[src/sv/scc_ram.sv]
// scc_ram: generic single-write, single-read memory with registered read data
// no dependencies
module scc_ram #(
    parameter int WIDTH = 8,
    parameter int DEPTH = 64
) (
    input  logic                                      clk,
    input  logic                                      we,
    input  logic [(DEPTH > 1 ? $clog2(DEPTH) : 1)-1:0] waddr,
    input  logic [WIDTH-1:0]                          wdata,
    input  logic                                      re,
    input  logic [(DEPTH > 1 ? $clog2(DEPTH) : 1)-1:0] raddr,
    output logic [WIDTH-1:0]                          rdata
);

    logic [WIDTH-1:0] mem [DEPTH];
    logic [WIDTH-1:0] rdata_reg;

    always_ff @(posedge clk)
    begin
        if (we)
        begin
            mem[waddr] <= wdata;
        end
        if (re)
        begin
            rdata_reg <= mem[raddr];
        end
    end

    assign rdata = rdata_reg;

endmodule

[config.mk]
export PLATFORM = sky130hd
export DESIGN_NAME = scc_ram
export DESIGN_NICKNAME = d
export VERILOG_FILES = /design/src/sv/scc_ram.sv
export SDC_FILE = /design/constraint.sdc
export NUM_CORES = 1
export LEC_CHECK = 0
export BUFFER_PORTS_ARGS = -buffer_cell sky130_fd_sc_hd__buf_2
export CAP_MARGIN = 10
export CELL_PAD_IN_SITES_DETAIL_PLACEMENT = 1
export CELL_PAD_IN_SITES_GLOBAL_PLACEMENT = 1
export CORE_UTILIZATION = 55
export CTS_CLUSTER_SIZE = 12
export DETAILED_ROUTE_END_ITERATION = 12
export GPL_TIMING_DRIVEN = 1
export PLACE_DENSITY = 0.89
export REMOVE_ABC_BUFFERS = 1
export SETUP_SLACK_MARGIN = 0.02
export SLEW_MARGIN = 20
export SYNTH_ARGS = -nofsm -noshare
export SYNTH_HDL_FRONTEND = slang
export SYNTH_SLANG_ARGS = --single-unit
[constraint.sdc]
create_clock -name clk -period 3.85 [get_ports clk]
set_input_delay 0 -clock clk [delete_from_list [all_inputs] [get_ports clk]]
set_output_delay 0 -clock clk [all_outputs]
set_load 0.005 [all_outputs]
==> results of run 1 <==
power by group:
part,internal [mW],switching (mW)
sequential,6.28,0.0219
combinational,0.212,0.392
clock,2.54,2.04
total,9.04,2.45
worst min-delay path by stage:
stage	cells after the start	endpoint
after floorplan	0	mem[0][0]$_DFFE_PP_
after global placement	1	rdata[0]$_DFFE_PP_
after detailed placement	1	rdata[0]$_DFFE_PP_
after CTS	2	mem[49][0]$_DFFE_PP_
after global routing	1	mem[24][0]$_DFFE_PP_
final	1	mem[28][0]$_DFFE_PP_
cells by family after synthesis:
family	synth area share
flops	0.771
buf+inv	0.0156
compound gates	0.0206
mux	0.159
simple gates	0.0337
per-layer routing:
| metal | routed length [um] | vias up |
|---|---|---|
| met5 | 0 | - |
| met4 | 2150 | 0 |
| met3 | 5520 | 143 |
| met2 | 26600 | 843 |
| met1 | 19700 | 5435 |
| li1 | - | 4021 |
worst reg2reg max path, stage by stage, from the launching register on:
cell	delay (ns)
edfxtp_1	0.39
mux4_2	0.48
mux2_2	0.28
o221a_2	0.29
nor3_1	0.64
o32ai_1	0.17
Yosys cell counts, types with 3 or more instances:
library cell  count  share of area
a211oi_1          4         0.0015
a21oi_1           3        0.00074
a221oi_1          6         0.0026
a22oi_1           3         0.0011
buf_1             4        0.00074
buf_2            11         0.0027
buf_4            13         0.0048
buf_6             4         0.0022
clkbuf_1         17         0.0032
edfxtp_1        520           0.77
mux2_2           13         0.0072
mux2i_1          23          0.011
mux4_2          126           0.14
nand2_1          19         0.0035
nand2b_1          7         0.0022
nand3_1          13         0.0032
nand3b_1          3         0.0011
nor2_1           83          0.015
nor2b_1          14         0.0043
nor3_1            7         0.0017
o2111ai_1         3         0.0013
o221ai_1          8         0.0035
o22ai_1           8         0.0025
o2bb2ai_1         3         0.0013
through the flow:
| step | cell area, um2 | setup WS [ns] |
|---|---|---|
| floorplan | 19900 | 2.03 |
| global placement | 20800 | 1.29 |
| detailed placement | 20800 | 1.16 |
| CTS | 22300 | 1.46 |
| global route | 22300 | 1.27 |
| finish | 22300 | 1.31 |
final cells by class:
type                    instances  area (um2)
fillers                      2886       13600
clock inverters                 7        52.6
clock buffers                  69        1390
flip-flops and latches        520       15600
multi-input cells             369        4320
well taps                     461         577
repair buffers                 47         342
timing repair:
item,CTS,global route
endpoints found under the hold margin,11,0
gates resized for setup,0,0
hold buffers,2,0
==> flow_summary.json, run 1 <==
{
  "grt_pass1_vias": 11000,
  "grt_start_max_net_pins": 65,
  "area_growth_pct": 10.1,
  "wl_per_cell_um": 36.6,
  "cpLargestDelayFamily": "multiplexers",
  "worst-path-stages": 5,
  "drt-pass1-iter-count": 5,
  "port_buffers": 30,
  "cp-start-kind": "flip-flop",
  "end_kind": "flip-flop",
  "clock_sink_count": 520,
  "dp_hpwl_um": 30700,
  "rsz0062_at_grt": "no",
  "grt_usage": 0.293,
  "rows": 69,
  "stdcell_count": 1473,
  "min_path_type": "input pin to flip-flop",
  "path_buf_inv": 0,
  "dpl.cell_count": 1395,
  "routed_via_density": 7.09,
  "htree_levels": 2,
  "crit_fanout": 1,
  "final_cell_mix": "520 x edfxtp_1, 126 x mux4_2, 82 x nor2_1",
  "status": "finished clean",
  "fin_nets": 1012,
  "r2r_start": "mem[16][4]$_DFFE_PP_",
  "worst_slew_pin_slew_ns": 1.11,
  "die_area_um2": 37600,
  "antenna_found_initial": 1,
  "die_w_um": 194,
  "crit_type": "flip-flop to flip-flop",
  "netlist_instances": 940,
  "drt_iter0_drc": 1597,
  "grt-busiest-layer": "met2",
  "powerDensity_nw_per_um2": 515,
  "p_leak_nw": 6.88,
  "irDropWorstVdd_mv": 0.309,
  "async_flop_share": 0,
  "drv_slew": 0,
  "core_um2": 35900,
  "postCtsSetupBuffers": 0,
  "cts_root_buffer": "clkbuf_16",
  "drv_cap": 0,
  "post-route-util": 0.621,
  "cp.required_ns": 4.15,
  "relSlewSlack": 0.258,
  "gp_congestion": 0.836,
  "reg2reg_depth": 5,
  "cp-startpoint": "mem[16][4]$_DFFE_PP_",
  "clockBufferDepth": 3,
  "synthesis.area_um2": 20200,
  "critPathSlowestCell": "nor3_1",
  "numCtsBuffers": 51,
  "post-route-period-util": 0.659,
  "hold_viol": 0,
  "drcViolationCount": 0,
  "dieHeight_um": 194,
  "reg2reg_to": "rdata[4]$_DFFE_PP_",
  "p_total_mw": 11.5,
  "finalClockSkew_ns": 0.0254,
  "final_common_cell": "edfxtp_1",
  "hold_ws_ns": 0.0107,
  "clock_latency_ns": 0.59,
  "finalSetupTns_ns": 0,
  "postRouteAntennaNets": 0,
  "synth-edff-count": 520,
  "route.vias.total": 10400,
  "synth_area_per_cell_um2": 21.5,
  "largest_reg_flops": 512,
  "critPathCapture": "rdata[4]$_DFFE_PP_",
  "hp-start": "wdata[0]",
  "synth_cell_type_count": 39,
  "fin_crit_ns": 2.54,
  "max_stage_delay_ns": 0.64,
  "ys_seq_area_frac": 0.771,
  "drive_above_1_share": 0.238,
  "synth_ff_type": "edfxtp_1",
  "ys_ff_latch": 520,
  "yosysWarnings": 0,
  "r2r_slack_ns": 1.31,
  "crit_path_cell_trace": "mux4_2 > mux2_2 > o221a_2 > nor3_1 > o32ai_1",
  "clk_pin_slew_ns": 0.07,
  "timing.fmax_ghz": 0.394,
  "met1_usage": 0.401,
  "ioPinCount": 31,
  "cts_tree": "done",
  "n_antenna_cell": 0,
  "grt_first_pass_wirelength_um": 78000,
  "overflow": 0,
  "use_met3": 0.0484,
  "setup_viol": 0,
  "wl_um": 53900,
  "gr-usage-met2": 0.480,
  "worstPathArrival_ns": 2.84,
  "start_util": 0.564
}
Note: power is estimated with default switching activity, not from simulation.
==> inputs of run 2 (changes only) <==
==> constraint.sdc (replaced) <==
create_clock -name clk -period 2.6 [get_ports clk]
set_input_delay 0 -clock clk [delete_from_list [all_inputs] [get_ports clk]]
set_output_delay 0 -clock clk [all_outputs]
set_load 0.005 [all_outputs]
==> run 2 against run 1 <==
Net effect:
- final area grew 3.0%
- die area unchanged
- count of clock-buffer cells in the layout shrank 6
- worst setup slack got worse by 0.99 ns
- maximum frequency up 11%
- largest cell class unchanged
==> flow_summary.json, run 2 (synthesis results as in run 1) <==
{
  "end_kind": "flip-flop",
  "critPathSlowestCell": "mux4_2",
  "largest_reg_flops": 512,
  "worstPathArrival_ns": 2.60,
  "grt_start_max_net_pins": 65,
  "crit_path_cell_trace": "mux4_2 > mux2_2 > o221a_2 > nor3_1 > o32ai_1",
  "fin_crit_ns": 2.28,
  "port_buffers": 30,
  "rsz0062_at_grt": "no",
  "setup_viol": 0,
  "dpl.cell_count": 1480,
  "dp_hpwl_um": 33100,
  "overflow": 0,
  "fill_cells": 2897,
  "status": "finished clean",
  "powerDensity_nw_per_um2": 737,
  "gp_congestion": 0.882,
  "crit_fanout": 1,
  "irDropWorstVdd_mv": 0.534,
  "clk_pin_slew_ns": 0.07,
  "die_area_um2": 37600,
  "wl_um": 54500,
  "p_leak_nw": 7.34,
  "clockBufferDepth": 3,
  "final_cell_mix": "520 x edfxtp_1, 126 x mux4_2, 102 x buf_4",
  "antenna_found_initial": 2,
  "finalClockSkew_ns": 0.0198,
  "wl_per_cell_um": 34.8,
  "postRouteAntennaNets": 0,
  "drt-pass1-iter-count": 5,
  "final_common_cell": "edfxtp_1",
  "internal_power_mw": 13.3,
  "core_um2": 35900,
  "drt_iter0_drc": 1436,
  "drv_cap": 0,
  "clkPwrFrac": 0.393,
  "post-route-period-util": 0.877,
  "numCtsBuffers": 52,
  "ioPinCount": 31,
  "relSlewSlack": 0.377,
  "p_sw_mw": 3.62,
  "drive_above_1_share": 0.298,
  "htree_levels": 2,
  "hold_viol": 0,
  "fin_nets": 1102,
  "route.vias.total": 10600,
  "timing.fmax_ghz": 0.439,
  "finalSetupTns_ns": 0,
  "cts_root_buffer": "clkbuf_16",
  "crit_type": "flip-flop to flip-flop",
  "cts_tree": "done",
  "p_comb_frac": 0.055,
  "grt_usage": 0.300,
  "max_stage_delay_ns": 0.47,
  "stdcell_count": 1564,
  "cp.required_ns": 2.92,
  "dieHeight_um": 194,
  "post-route-util": 0.640,
  "rows": 69,
  "area_growth_pct": 13.4,
  "grt_first_pass_wirelength_um": 79900,
  "clock_sink_count": 520,
  "drcViolationCount": 0,
  "grt_pass1_vias": 11400,
  "routed_via_density": 6.78,
  "switching_share": 0.214,
  "drv_slew": 0,
  "die_w_um": 194,
  "min_path_type": "input pin to flip-flop",
  "cp-start-kind": "flip-flop",
  "clock_latency_ns": 0.59,
  "start_util": 0.564,
  "worst_slew_pin_slew_ns": 0.931,
  "seqPwrFrac": 0.551
}
[run 2: cell type report]
cell class | instances | area (um2) | area share
well taps | 461 | 577 | 0.0251
multi-input cells | 369 | 4320 | 0.188
clock buffers | 63 | 1360 | 0.0594
repair buffers | 136 | 1030 | 0.0451
flip-flops and latches | 520 | 15600 | 0.680
clock inverters | 14 | 60.1 | 0.00261
diodes | 1 | 2.50 | 0.000109
[run 2: metrics by stage]
step	hold WS [ns]	total power [mW]	setup slack, ns	instance area, um2
after global routing	0.0261	17.3	0.322	23000
after global placement	0.377	10.3	0.216	21500
after floorplan	0.0989	9.85	0.777	19900
after CTS	0.0314	17.0	0.342	23000
after detailed placement	0.397	10.4	0.121	21500
final	0.0120	16.9	0.320	23000
[run 2: worst max-delay path, delay by kind of cell (launching register included)]
family | cells | cell delay (ns)
muxes | 2 | 0.78
AOI/OAI and AO/OA | 2 | 0.44
and+or+nand+nor | 1 | 0.40
DFF | 1 | 0.39
[run 2: what timing repair did]
| action | in CTS | in global routing |
|---|---|---|
| hold buffers | 6 | 0 |
| buffers inserted | 0 | 0 |
| gates resized for setup | 0 | 0 |
| hold endpoints to repair | 77 | 0 |
[run 2: power groups by stage]
stage                     Clock (mW)  Sequential, mW  Combinational (mW)
after global routing            6.96            9.33               0.971
after floorplan                    0            9.49               0.360
after global placement             0            9.50               0.841
after CTS                       6.70            9.33               0.924
final                           6.65            9.33               0.936
after detailed placement           0            9.51               0.897
[run 2: worst paths after layout]
kind	slack (ns)	start	cells past startpoint	to
max	0.32	mem[24][4]$_DFFE_PP_	5	rdata[4]$_DFFE_PP_
max reg2reg	0.32	mem[24][4]$_DFFE_PP_	5	rdata[4]$_DFFE_PP_
min reg2reg	0.98	mem[27][4]$_DFFE_PP_	3	rdata[4]$_DFFE_PP_
min	0.01	wdata[3]	1	mem[19][3]$_DFFE_PP_
[run 2: per-layer routing]
| metal | part of all wire | global-route usage | vias to the layer above |
|---|---|---|---|
| met5 | 0 | 0 | - |
| li1 | - | - | 4192 |
| met1 | 0.36 | 0.390 | 5515 |
| met3 | 0.088 | 0.0524 | 168 |
| met4 | 0.045 | 0.132 | 0 |
| met2 | 0.51 | 0.504 | 733 |
==> inputs of run 3 (changes only) <==
==> constraint.sdc (replaced) <==
create_clock -name clk -period 2.1 [get_ports clk]
set_input_delay 0 -clock clk [delete_from_list [all_inputs] [get_ports clk]]
set_output_delay 0 -clock clk [all_outputs]
set_load 0.005 [all_outputs]
==> run 3 against run 2 <==
Net effect:
- the run now ends with setup timing left
- sequential share of layout area is 1.3 points lower
- wire length grew 9.7%
- worst setup slack worse by 0.35 ns
- sequential power increased by 24%
- clock skew is 0.0068 ns lower
- sequential cell count is the same
- die area is the same
- hold slack gained 0.0061 ns
- utilization grew 1.3 points
- combinational power increased by 37%
==> flow_summary.json, run 3 (synthesis results as in run 1) <==
{
  "wl_per_cell_um": 37.4,
  "setup_slack_ns": -0.0261,
  "drcViolationCount": 0,
  "finalClockSkew_ns": 0.0130,
  "end_kind": "flip-flop",
  "clockBufferDepth": 3,
  "stdcell_count": 1599,
  "area_growth_pct": 15.7,
  "cts_root_buffer": "clkbuf_16",
  "dieHeight_um": 194,
  "htree_levels": 2,
  "drv_slew": 0,
  "numCtsBuffers": 51,
  "dp_hpwl_um": 35100,
  "gp_congestion": 0.860,
  "clock_latency_ns": 0.57,
  "powerDensity_nw_per_um2": 907,
  "rsz0062_at_grt": "yes",
  "cp-start-kind": "flip-flop",
  "drt_iter0_drc": 1631,
  "drive_above_1_share": 0.330,
  "core_um2": 35900,
  "status": "complete, but fails checks",
  "post-route-util": 0.652,
  "violations": "setup timing",
  "post-route-period-util": 1.01,
  "fin_nets": 1138,
  "min_path_type": "input pin to flip-flop",
  "hold_viol": 0,
  "grt_first_pass_wirelength_um": 84900,
  "p_leak_nw": 7.59,
  "relSlewSlack": 0.293,
  "timing.fmax_ghz": 0.470,
  "die_w_um": 194,
  "routed_via_density": 6.99,
  "fin_crit_ns": 2.13,
  "setup_viol": 1,
  "cp.required_ns": 2.41,
  "wl_um": 59800,
  "fill_cells": 2876,
  "crit_fanout": 1,
  "start_util": 0.564,
  "postCtsSetupBuffers": 0,
  "hold_ws_ns": 0.0181,
  "port_buffers": 30,
  "final_cell_mix": "520 x edfxtp_1, 129 x buf_4, 126 x mux4_2",
  "antenna_found_initial": 2,
  "grt_start_max_net_pins": 65,
  "worstPathArrival_ns": 2.43,
  "cts_tree": "done",
  "largest_reg_flops": 512,
  "overflow": 0,
  "grt_pass1_vias": 11600,
  "route.vias.total": 11200,
  "clock_sink_count": 520,
  "rows": 69,
  "ioPinCount": 31,
  "dpl.cell_count": 1518,
  "drv_cap": 0,
  "drt-pass1-iter-count": 5,
  "crit_type": "flip-flop to flip-flop",
  "irDropWorstVdd_mv": 0.572,
  "grt_usage": 0.323,
  "clk_pin_slew_ns": 0.06,
  "worst_slew_pin_slew_ns": 1.06,
  "final_common_cell": "edfxtp_1",
  "die_area_um2": 37600,
  "postRouteAntennaNets": 0
}
run 3: cell types whose count changed in the layout (fill, tap and decap cells not counted), moves of 3 or more:
cell / delta
buf_4: +27
buf_12: +8
clkinv_1: -4
buf_2: +3
clkbuf_1: +3
nor2_1: -3
run 3: stage by stage:
step / instance area (um2) / worst slack (ns) / TNS [ns] / total power [mW]
floorplan: 19900 / 0.277 / 0 / 12.2
global placement: 21900 / -0.107 / -0.155 / 12.9
CTS: 23400 / 0.0270 / 0 / 21.3
detailed placement: 21900 / -0.283 / -0.856 / 12.9
global route: 23400 / -0.0327 / -0.0327 / 21.6
finish: 23400 / -0.0261 / -0.0261 / 21.2
run 3: metal layers:
layer	track usage	wire (um)
met3	0.0645	5950
met4	0.119	2220
met2	0.546	30000
met1	0.421	21600
met5	0	0
run 3: cell type report:
class	instances	area [um2]	area share
Antenna cell	2	5.00	0.000214
Timing Repair Buffer	173	1400	0.0599
Sequential cell	520	15600	0.666
Multi-Input combinational cell	369	4400	0.188
Tap cell	461	577	0.0246
Clock inverter	8	57.6	0.00246
Clock buffer	66	1380	0.0587
run 3: worst max-delay path, stage by stage, from the launching register on:
cell and delay [ns]:
edfxtp_1 0.40, mux4_2 0.56, mux4_2 0.57, o21ai_1 0.22
o41ai_1 0.11
run 3: timing repair:
item,4_1_cts,5_1_grt
pin swaps,2,1
gates cloned,0,0
endpoints found under the setup margin,7,5
resized for setup,13,5
hold buffers,5,0
hold endpoints to repair,119,0
run 3: worst paths after layout:
check | startpoint | to | slack [ns] | cells after the start
hold reg to reg | mem[27][4]$_DFFE_PP_ | rdata[4]$_DFFE_PP_ | 1.01 | 3
setup reg to reg | mem[36][5]$_DFFE_PP_ | rdata[5]$_DFFE_PP_ | -0.03 | 4
setup / recovery | mem[36][5]$_DFFE_PP_ | rdata[5]$_DFFE_PP_ | -0.03 | 4
hold / removal | wdata[5] | mem[8][5]$_DFFE_PP_ | 0.02 | 1
run 3: report_power, final:
group	internal (mW)	switching [mW]
Clock	4.65	3.75
Combinational	0.494	0.789
Sequential	11.5	0.0427
